**src/hdl/bmlr_pkg.sv**
```systemverilog
// Shared types and constants for the bank mapper with latched RTC.
// Used by the controller, the datapath, the top level and the checker.
package bmlr_pkg;

  // Item kinds on the input tuser
  localparam logic [1:0] MODE_READ  = 2'd0;
  localparam logic [1:0] MODE_WRITE = 2'd1;
  localparam logic [1:0] MODE_TICK  = 2'd2;

  // Result kinds on the output tuser
  localparam logic [2:0] TGT_NONE      = 3'd0;
  localparam logic [2:0] TGT_ROM_READ  = 3'd1;
  localparam logic [2:0] TGT_RAM_READ  = 3'd2;
  localparam logic [2:0] TGT_RAM_WRITE = 3'd3;
  localparam logic [2:0] TGT_RTC       = 3'd4;

  // Configuration register indexes
  localparam logic CFG_ROM_BANK_COUNT = 1'b0;
  localparam logic CFG_RAM_BYTES      = 1'b1;

  // Largest ROM bank count honoured
  localparam logic [7:0] MAX_ROM_BANKS = 8'd128;

  // Payload widths
  localparam int IN_TDATA_W  = 24;
  localparam int OUT_TDATA_W = 48;

  // Commands from controller to datapath
  typedef struct packed {
    logic load;    // capture the accepted transaction
    logic div_hi;  // remainder steps for bank bits 6..3
    logic div_lo;  // remainder steps for bank bits 2..0
    logic commit;  // update state and load the output register
  } dp_cmd_t;

  // Status from datapath to controller
  typedef struct packed {
    logic out_free;  // output register can take a result this cycle
  } dp_stat_t;

endpackage

```
**src/hdl/bmlr_ctrl.sv**
```systemverilog
// Sequencer for the bank mapper: accept, two remainder steps, commit.
// Depends on bmlr_pkg for the command and status structs.
module bmlr_ctrl (
  input  logic              clk,
  input  logic              rst,
  input  logic              in_valid,
  output logic              in_ready,
  input  bmlr_pkg::dp_stat_t stat,
  output bmlr_pkg::dp_cmd_t  cmd
);

  localparam logic [1:0] ST_IDLE   = 2'd0;
  localparam logic [1:0] ST_DIV_HI = 2'd1;
  localparam logic [1:0] ST_DIV_LO = 2'd2;
  localparam logic [1:0] ST_COMMIT = 2'd3;

  logic [1:0] state;
  logic [1:0] state_next;

  // Take a transaction only when idle and out of reset
  assign in_ready = (state == ST_IDLE) && !rst;

  // Decode commands and the next state
  always_comb begin
    state_next = state;
    cmd        = '0;
    case (state)
      ST_IDLE: begin
        if (in_valid && in_ready) begin
          cmd.load   = 1'b1;
          state_next = ST_DIV_HI;
        end
      end
      ST_DIV_HI: begin
        cmd.div_hi = 1'b1;
        state_next = ST_DIV_LO;
      end
      ST_DIV_LO: begin
        cmd.div_lo = 1'b1;
        state_next = ST_COMMIT;
      end
      ST_COMMIT: begin
        // Hold until the output register is free
        if (stat.out_free) begin
          cmd.commit = 1'b1;
          state_next = ST_IDLE;
        end
      end
      default: begin
        state_next = ST_IDLE;
      end
    endcase
  end

  always_ff @(posedge clk) begin
    if (rst) begin
      state <= ST_IDLE;
    end else begin
      state <= state_next;
    end
  end

endmodule

```
**src/hdl/bmlr_dp.sv**
```systemverilog
// Datapath of the bank mapper: mapper registers, RTC counters, latch,
// ROM bank remainder unit and the output register. Depends on bmlr_pkg.
module bmlr_dp (
  input  logic                                 clk,
  input  logic                                 rst,
  input  logic                                 cfg_we,
  input  logic                                 cfg_index,
  input  logic [15:0]                          cfg_data,
  input  logic [1:0]                           in_tuser,
  input  logic [bmlr_pkg::IN_TDATA_W-1:0]      in_tdata,
  input  bmlr_pkg::dp_cmd_t                    cmd,
  output bmlr_pkg::dp_stat_t                   stat,
  output logic                                 out_tvalid,
  input  logic                                 out_tready,
  output logic [2:0]                           out_tuser,
  output logic [bmlr_pkg::OUT_TDATA_W-1:0]     out_tdata
);

  // Address regions by bits 15..13
  localparam logic [2:0] REG_RAM_EN   = 3'd0;
  localparam logic [2:0] REG_ROM_BANK = 3'd1;
  localparam logic [2:0] REG_SEL      = 3'd2;
  localparam logic [2:0] REG_LATCH    = 3'd3;
  localparam logic [2:0] REG_RAM_WIN  = 3'd5;

  // RTC register indexes
  localparam logic [2:0] RTC_SEC   = 3'd0;
  localparam logic [2:0] RTC_MIN   = 3'd1;
  localparam logic [2:0] RTC_HOUR  = 3'd2;
  localparam logic [2:0] RTC_DAY_L = 3'd3;
  localparam logic [2:0] RTC_DAY_H = 3'd4;

  // One restoring remainder step
  function automatic logic [7:0] mod_step(input logic [7:0] r, input logic b,
                                          input logic [7:0] d);
    logic [7:0] t;
    t = {r[6:0], b};
    mod_step = (t >= d) ? (t - d) : t;
  endfunction

  function automatic logic [5:0] mod60(input logic [7:0] v);
    logic [7:0] t;
    t = v;
    if (t >= 8'd240) t = t - 8'd240;
    if (t >= 8'd120) t = t - 8'd120;
    if (t >= 8'd60)  t = t - 8'd60;
    mod60 = t[5:0];
  endfunction

  function automatic logic [4:0] mod24(input logic [7:0] v);
    logic [7:0] t;
    t = v;
    if (t >= 8'd192) t = t - 8'd192;
    if (t >= 8'd96)  t = t - 8'd96;
    if (t >= 8'd48)  t = t - 8'd48;
    if (t >= 8'd24)  t = t - 8'd24;
    mod24 = t[4:0];
  endfunction

  // Configuration
  logic [7:0]  rom_bank_count;
  logic [15:0] ram_bytes;

  // Mapper state
  logic       ram_enabled;
  logic [6:0] rom_bank_sel;
  logic [7:0] bank_or_rtc_sel;
  logic       latch_prev_bit;
  logic       latched_flag;

  // RTC
  logic       halt_flag;
  logic       day_carry_flag;
  logic [5:0] sec_count;
  logic [5:0] min_count;
  logic [4:0] hour_count;
  logic [8:0] day_counter;
  logic [7:0] latched_rtc [5];

  // Captured transaction and remainder unit
  logic [1:0]  item_mode;
  logic [15:0] item_addr;
  logic [7:0]  item_wd;
  logic [6:0]  num;
  logic [7:0]  rem_r;

  logic [7:0]  eff_n;
  logic [6:0]  bank_fix;
  logic [2:0]  ram_nbanks;
  logic [1:0]  ram_bsel;
  logic [14:0] ram_off;
  logic        ram_ok;
  logic        in_ram_win;
  logic        sel_ram;
  logic        sel_rtc;
  logic [2:0]  rtc_idx;
  logic [7:0]  live_rtc [5];
  logic [7:0]  rtc_read;
  logic [2:0]  res_target;
  logic [20:0] res_rom;
  logic [14:0] res_ram;
  logic [7:0]  res_data;
  logic [5:0]  t_sec;
  logic [5:0]  t_min;
  logic [4:0]  t_hour;
  logic [8:0]  t_day;
  logic        t_carry;
  logic [6:0]  in_wbank;

  // Clamp the ROM bank count
  always_comb begin
    if (rom_bank_count == 8'd0) begin
      eff_n = 8'd1;
    end else if (rom_bank_count > bmlr_pkg::MAX_ROM_BANKS) begin
      eff_n = bmlr_pkg::MAX_ROM_BANKS;
    end else begin
      eff_n = rom_bank_count;
    end
  end

  // Bank zero maps to one when more than one bank exists
  assign bank_fix = ((rem_r[6:0] == 7'd0) && (eff_n > 8'd1)) ? 7'd1 : rem_r[6:0];

  // RAM bank mapping; the select is at most three here
  assign ram_nbanks = (ram_bytes[15:13] == 3'd0) ? 3'd1 : ram_bytes[15:13];
  always_comb begin
    case (ram_nbanks)
      3'd1:    ram_bsel = 2'd0;
      3'd2:    ram_bsel = {1'b0, bank_or_rtc_sel[0]};
      3'd3:    ram_bsel = (bank_or_rtc_sel[1:0] == 2'd3) ? 2'd0 : bank_or_rtc_sel[1:0];
      default: ram_bsel = bank_or_rtc_sel[1:0];
    endcase
  end
  assign ram_off    = {ram_bsel, item_addr[12:0]};
  assign ram_ok     = (ram_bytes != 16'd0) && ({1'b0, ram_off} < ram_bytes);
  assign in_ram_win = (item_addr[15:13] == REG_RAM_WIN) && ram_enabled;
  assign sel_ram    = bank_or_rtc_sel <= 8'd3;
  assign sel_rtc    = (bank_or_rtc_sel >= 8'h08) && (bank_or_rtc_sel <= 8'h0C);
  assign rtc_idx    = bank_or_rtc_sel[2:0];

  // Live RTC register view
  assign live_rtc[0] = {2'b00, sec_count};
  assign live_rtc[1] = {2'b00, min_count};
  assign live_rtc[2] = {3'b000, hour_count};
  assign live_rtc[3] = day_counter[7:0];
  assign live_rtc[4] = {day_carry_flag, halt_flag, 5'b00000, day_counter[8]};

  always_comb begin
    case (rtc_idx)
      RTC_SEC:   rtc_read = latched_flag ? latched_rtc[0] : live_rtc[0];
      RTC_MIN:   rtc_read = latched_flag ? latched_rtc[1] : live_rtc[1];
      RTC_HOUR:  rtc_read = latched_flag ? latched_rtc[2] : live_rtc[2];
      RTC_DAY_L: rtc_read = latched_flag ? latched_rtc[3] : live_rtc[3];
      default:   rtc_read = latched_flag ? latched_rtc[4] : live_rtc[4];
    endcase
  end

  // Form the result of the held transaction
  always_comb begin
    res_target = bmlr_pkg::TGT_NONE;
    res_rom    = '0;
    res_ram    = '0;
    res_data   = 8'hFF;
    if (item_mode == bmlr_pkg::MODE_READ) begin
      if (item_addr[15:14] == 2'd0) begin
        res_target = bmlr_pkg::TGT_ROM_READ;
        res_rom    = {7'd0, item_addr[13:0]};
      end else if (item_addr[15:14] == 2'd1) begin
        res_target = bmlr_pkg::TGT_ROM_READ;
        res_rom    = {bank_fix, item_addr[13:0]};
      end else if (in_ram_win) begin
        if (sel_ram) begin
          if (ram_ok) begin
            res_target = bmlr_pkg::TGT_RAM_READ;
            res_ram    = ram_off;
          end
        end else if (sel_rtc) begin
          res_target = bmlr_pkg::TGT_RTC;
          res_data   = rtc_read;
        end
      end
    end else if (item_mode == bmlr_pkg::MODE_WRITE) begin
      if (in_ram_win && sel_ram && ram_ok) begin
        res_target = bmlr_pkg::TGT_RAM_WRITE;
        res_ram    = ram_off;
        res_data   = item_wd;
      end
    end
  end

  // Next RTC value on a one-second tick
  always_comb begin
    t_sec   = sec_count;
    t_min   = min_count;
    t_hour  = hour_count;
    t_day   = day_counter;
    t_carry = day_carry_flag;
    if (!halt_flag) begin
      if (({1'b0, sec_count} + 7'd1) < 7'd60) begin
        t_sec = sec_count + 6'd1;
      end else begin
        t_sec = 6'd0;
        if (({1'b0, min_count} + 7'd1) < 7'd60) begin
          t_min = min_count + 6'd1;
        end else begin
          t_min = 6'd0;
          if (({1'b0, hour_count} + 6'd1) < 6'd24) begin
            t_hour = hour_count + 5'd1;
          end else begin
            t_hour = 5'd0;
            if (day_counter == 9'd511) begin
              t_day   = 9'd0;
              t_carry = 1'b1;
            end else begin
              t_day = day_counter + 9'd1;
            end
          end
        end
      end
    end
  end

  // Numerator for a bank write: zero becomes one
  assign in_wbank = (in_tdata[22:16] == 7'd0) ? 7'd1 : in_tdata[22:16];

  // Capture the transaction and run the remainder unit
  always_ff @(posedge clk) begin
    if (cmd.load) begin
      item_mode <= in_tuser;
      item_addr <= in_tdata[15:0];
      item_wd   <= in_tdata[23:16];
      num       <= (in_tuser == bmlr_pkg::MODE_WRITE) ? in_wbank : rom_bank_sel;
      rem_r     <= 8'd0;
    end else if (cmd.div_hi) begin
      rem_r <= mod_step(mod_step(mod_step(mod_step(rem_r, num[6], eff_n),
                                          num[5], eff_n), num[4], eff_n), num[3], eff_n);
    end else if (cmd.div_lo) begin
      rem_r <= mod_step(mod_step(mod_step(rem_r, num[2], eff_n), num[1], eff_n),
                        num[0], eff_n);
    end
  end

  // Configuration and state updates
  always_ff @(posedge clk) begin
    if (rst) begin
      rom_bank_count  <= 8'd2;
      ram_bytes       <= 16'd0;
      ram_enabled     <= 1'b0;
      rom_bank_sel    <= 7'd1;
      bank_or_rtc_sel <= 8'd0;
      latch_prev_bit  <= 1'b0;
      latched_flag    <= 1'b0;
      halt_flag       <= 1'b0;
      day_carry_flag  <= 1'b0;
      sec_count       <= 6'd0;
      min_count       <= 6'd0;
      hour_count      <= 5'd0;
      day_counter     <= 9'd0;
      for (int i = 0; i < 5; i++) begin
        latched_rtc[i] <= 8'd0;
      end
    end else begin
      if (cfg_we) begin
        case (cfg_index)
          bmlr_pkg::CFG_ROM_BANK_COUNT: rom_bank_count <= cfg_data[7:0];
          default:                      ram_bytes      <= cfg_data;
        endcase
      end
      if (cmd.commit) begin
        if (item_mode == bmlr_pkg::MODE_TICK) begin
          sec_count      <= t_sec;
          min_count      <= t_min;
          hour_count     <= t_hour;
          day_counter    <= t_day;
          day_carry_flag <= t_carry;
        end else if (item_mode == bmlr_pkg::MODE_WRITE) begin
          case (item_addr[15:13])
            REG_RAM_EN: begin
              ram_enabled <= (item_wd[3:0] == 4'hA);
            end
            REG_ROM_BANK: begin
              rom_bank_sel <= bank_fix;
            end
            REG_SEL: begin
              bank_or_rtc_sel <= item_wd;
            end
            REG_LATCH: begin
              // Snapshot on a rising latch bit, drop the snapshot on zero
              if (!latch_prev_bit && item_wd[0]) begin
                for (int i = 0; i < 5; i++) begin
                  latched_rtc[i] <= live_rtc[i];
                end
                latched_flag <= 1'b1;
              end
              if (!item_wd[0]) begin
                latched_flag <= 1'b0;
              end
              latch_prev_bit <= item_wd[0];
            end
            REG_RAM_WIN: begin
              if (ram_enabled && !sel_ram && sel_rtc) begin
                case (rtc_idx)
                  RTC_SEC:   sec_count   <= mod60(item_wd);
                  RTC_MIN:   min_count   <= mod60(item_wd);
                  RTC_HOUR:  hour_count  <= mod24(item_wd);
                  RTC_DAY_L: day_counter <= {day_counter[8], item_wd};
                  RTC_DAY_H: begin
                    day_counter    <= {item_wd[0], day_counter[7:0]};
                    halt_flag      <= item_wd[6];
                    day_carry_flag <= item_wd[7];
                  end
                  default: begin
                    day_counter <= day_counter;
                  end
                endcase
              end
            end
            default: begin
              ram_enabled <= ram_enabled;
            end
          endcase
        end
      end
    end
  end

  // Output register parts the two sides
  assign stat.out_free = !out_tvalid || out_tready;

  always_ff @(posedge clk) begin
    if (rst) begin
      out_tvalid <= 1'b0;
    end else if (cmd.commit) begin
      out_tvalid <= 1'b1;
    end else if (out_tready) begin
      out_tvalid <= 1'b0;
    end
  end

  always_ff @(posedge clk) begin
    if (cmd.commit) begin
      out_tuser <= res_target;
      out_tdata <= {4'b0000, res_data, res_ram, res_rom};
    end
  end

endmodule

```
**src/hdl/bank_mapper_with_latched_rtc.sv**
```systemverilog
// Cartridge bank mapper with a latched real-time clock.
// Order: the accepted transaction is captured, the ROM bank remainder unit runs its
// high and low steps, and the commit step loads the output register, waiting while the
// output is full. A new transaction is taken only after the last one has committed.
// Reset: synchronous, active high; clears all mapper, RTC and control state
// at once and restores rom_bank_count 2 and ram_bytes 0. No clearing pass.
module bank_mapper_with_latched_rtc (
  input  logic                             clk,
  input  logic                             rst,
  input  logic                             cfg_we,
  input  logic                             cfg_index,
  input  logic [15:0]                      cfg_data,
  input  logic                             s_axis_tvalid,
  output logic                             s_axis_tready,
  input  logic [bmlr_pkg::IN_TDATA_W-1:0]  s_axis_tdata,   // address[15:0], write_data[23:16]
  input  logic [1:0]                       s_axis_tuser,   // mode[1:0]
  output logic                             m_axis_tvalid,
  input  logic                             m_axis_tready,
  output logic [bmlr_pkg::OUT_TDATA_W-1:0] m_axis_tdata,   // rom_address[20:0],
                                                           // ram_address[35:21], data[43:36]
  output logic [2:0]                       m_axis_tuser    // target[2:0]
);

  bmlr_pkg::dp_cmd_t  cmd;
  bmlr_pkg::dp_stat_t stat;

  bmlr_ctrl u_ctrl (
    .clk      (clk),
    .rst      (rst),
    .in_valid (s_axis_tvalid),
    .in_ready (s_axis_tready),
    .stat     (stat),
    .cmd      (cmd)
  );

  bmlr_dp u_dp (
    .clk        (clk),
    .rst        (rst),
    .cfg_we     (cfg_we),
    .cfg_index  (cfg_index),
    .cfg_data   (cfg_data),
    .in_tuser   (s_axis_tuser),
    .in_tdata   (s_axis_tdata),
    .cmd        (cmd),
    .stat       (stat),
    .out_tvalid (m_axis_tvalid),
    .out_tready (m_axis_tready),
    .out_tuser  (m_axis_tuser),
    .out_tdata  (m_axis_tdata)
  );

endmodule

```
**config.mk**
```make
export PLATFORM = sky130hd
export DESIGN_NAME = bank_mapper_with_latched_rtc
export DESIGN_NICKNAME = d
export VERILOG_FILES = /design/src/hdl/bmlr_pkg.sv /design/src/hdl/bmlr_ctrl.sv /design/src/hdl/bmlr_dp.sv /design/src/hdl/bank_mapper_with_latched_rtc.sv
export SDC_FILE = /design/constraint.sdc
export NUM_CORES = 1
export LEC_CHECK = 0
export BUFFER_PORTS_ARGS = -buffer_cell sky130_fd_sc_hd__buf_2
export CAP_MARGIN = 20
export CORE_ASPECT_RATIO = 0.75
export CORE_MARGIN = 2
export CORE_UTILIZATION = 55
export CTS_CLUSTER_DIAMETER = 150
export DETAILED_ROUTE_END_ITERATION = 10
export GPL_TIMING_DRIVEN = 0
export PLACE_DENSITY = 0.82
export SETUP_SLACK_MARGIN = 0.2
export SLEW_MARGIN = 25
export SYNTH_ARGS = -nofsm -noshare
export SYNTH_HDL_FRONTEND = slang
export SYNTH_SLANG_ARGS = --single-unit
```
**constraint.sdc**
```tcl
create_clock -name clk -period 9.47 [get_ports clk]
set_clock_uncertainty 0.05 [all_clocks]
set_input_delay 0.4735 -clock clk [delete_from_list [all_inputs] [get_ports clk]]
set_output_delay 0.4735 -clock clk [all_outputs]
set_load 0.02 [all_outputs]
```
==> impl_metrics.tcl <==
set metrics [dict create \
    status "complete, no violations" \
    viasPerCell 6.24 \
    place_area_mm2 0.0129 \
    cp.required_ns 9.81 \
    port-buffer-count 95 \
    hold_viol 0 \
    drtAntennaViolNets 0 \
    rsz0062_at_grt "false" \
    clkTransAtPathRegs_ns 0.08 \
    cp-startpoint "u_dp.rom_bank_count[3]$_SDFFE_PP0P_" \
    fillers 1691 \
    cts_tree "built" \
    clk_root_buffer_cell "clkbuf_16" \
    period_share 0.916 \
    worstSetupPathType "reg2reg" \
    hp-start "s_axis_tdata[3]" \
    drc 0 \
    final_util 0.640 \
    end_kind "flip-flop" \
    finalSetupViolations 0 \
    min_path_type "in2reg" \
    stdcell_count 1706 \
    worstMarginPinSlew_ns 0.938 \
    htreeDepth 4 \
    layout_common_cells "nand2_1, edfxtp_1, nor2_1" \
    cts_buffers 17 \
    grt_usage 0.286 \
    fp.dieArea_mm2 0.0231 \
    core-area_mm2 0.0213 \
    initial_core_util 0.565 \
    grt_pass1_wl_mm 52.0 \
    die_w_um 175 \
    syn_inst 1281 \
    cts_buffer_depth 2 \
    ios 101 \
    synth_cell_types 80 \
    netlist_area_mm2 0.0120 \
    cp_common_cell "ha_1" \
    r2r-start "u_dp.rom_bank_count[3]$_SDFFE_PP0P_" \
    vias 10600 \
    async_reset_ff_frac 0 \
    crit_fanout 10 \
    placedCellCount 1670 \
    wl_per_cell_um 19.6 \
    crit_slowest_cell "fa_1" \
    max_freq_mhz 115 \
    antenna_found_initial 0 \
    finalWirelength_mm 33.5 \
    cts.sinks 188 \
    setup_tns_ns 0 \
    std_cell_rows 46 \
    synth-edff-count 108 \
    seq_area_frac_synth 0.403 \
    die_h_um 132 \
    holdBufCountCts 0 \
    drv_slew 0 \
    grt_pass1_vias 9623 \
    avgSynthCellArea_um2 9.39 \
    min_period_ns 8.68 \
    hpwl_mm 24.7 \
    final_common_cell "nand2_1" \
    place_congestion 0.935 \
    maxCapViolCount 0 \
    worstPathArrival_ns 9.02 \
    clkLatencyLatePin_ns 0.46 \
    grt_max_degree 31 \
    firstDrtPassIters 6 \
    num_antenna_cells 0 \
    layout-drive-gt1-share 0.147 \
    grt_overflow 0 \
    cp-start-kind "flip-flop" \
    drt_iter0_drc 1195 \
    area_delta_synth_final_pct 13.4 \
    synth_ff_type "edfxtp_1" \
    finish.net_count 1541 \
    design_area_mm2 0.0136 \
    synth.ff_latch_count 188 \
    slowest_delay_ns 0.48 \
    max_slew_margin 0.359 \
    yosysWarningCount 0 \
]
==> per-stage QoR <==
stage                     worst slack, ns  hold slack (ns)
after global placement            -0.0911            0.393
after floorplan                      1.57            0.386
final                               0.792            0.139
after CTS                           0.245            0.131
after global routing                0.244            0.125
after detailed placement          -0.0716            0.402
==> flip-flops by register name, indices dropped and copies added (netlist names), 2 cells and up <==
register and cells:
u_dp.num 7, u_dp.min_count 6, u_dp.rom_bank_count 8, u_dp.out_tuser 3, u_dp.latched_rtc 28, u_dp.item_wd 8, u_ctrl.state 2, u_dp.ram_bytes 16
u_dp.hour_count 5, u_dp.rem_r 7, u_dp.item_addr 16, u_dp.day_counter 9, u_dp.sec_count 6, u_dp.rom_bank_sel 7, u_dp.bank_or_rtc_sel 8, u_dp.item_mode 2
u_dp.out_tdata 44
==> repair_timing <==
action / in CTS / in global routing
pin swaps: 0 / 1
setup endpoints to repair: 6 / 7
setup buffers: 0 / 4
resized for setup: 3 / 11
endpoints found under the hold margin: 0 / 0
==> cells by family after synthesis <==
family                   synth area share
AND/OR/NAND/NOR                     0.193
AO/OA/AOI/OAI                       0.170
flip-flops                          0.403
buffers and inverters              0.0403
adder cells (fa/ha/maj)            0.0959
multiplexers                       0.0738
XOR/XNOR                           0.0233
other                            0.000312
==> synth_stat cells (24+ instances only) <==
library cell | count | area (um^2)
a21oi_1 | 80 | 400
o21ai_0 | 60 | 300
dfxtp_1 | 80 | 1600
nor3_1 | 25 | 125
ha_1 | 81 | 1010
nand2_1 | 128 | 480
a21o_1 | 24 | 180
mux2_2 | 29 | 327
mux2i_1 | 56 | 561
clkbuf_1 | 45 | 169
edfxtp_1 | 108 | 3240
nor2_1 | 106 | 398
inv_1 | 59 | 221
and2_1 | 61 | 382
nand3_1 | 24 | 120
==> layout make-up <==
cell class	instances	area (um^2)	area share
multi-input combinational	974	6750	0.495
clock inverter	15	193	0.0141
clock buffer	17	425	0.0312
sequential	188	4840	0.355
buffer	63	265	0.0195
inverter	59	225	0.0165
tap	288	360	0.0264
timing repair buffer	102	566	0.0415
==> metal layers <==
| metal | wire length (um) | vias up | track usage |
|---|---|---|---|
| met5 | 0 | - | 0 |
| met2 | 14300 | 596 | 0.423 |
| met3 | 3410 | 61 | 0.0516 |
| met1 | 15100 | 5059 | 0.427 |
| li1 | - | 4932 | - |
| met4 | 673 | 0 | 0.0856 |
==> critical path: cells and delay by family (launching register included) <==
kind	cells	cell delay, ns
compound gates	15	3.24
fa+ha+maj	5	1.88
simple gates	8	1.75
mux	2	0.79
buf+inv	3	0.53
flops	1	0.35
==> path summary, 6_finish.rpt <==
| check | slack [ns] | depth (start not counted) | endpoint |
|---|---|---|---|
| setup / recovery | 0.79 | 33 | u_dp.rem_r[3]$_SDFFE_PP0P_ |
| hold / removal | 0.14 | 1 | u_dp.item_addr[3]$_DFFE_PP_ |
| setup reg to reg | 0.79 | 33 | u_dp.rem_r[3]$_SDFFE_PP0P_ |
| hold reg to reg | 0.43 | 2 | u_dp.ram_bytes[3]$_SDFFE_PP0P_ |
Power is left out: the tool's default activity adds up to more than one toggle a clock period on the data nets, which glitch-free logic cannot reach.
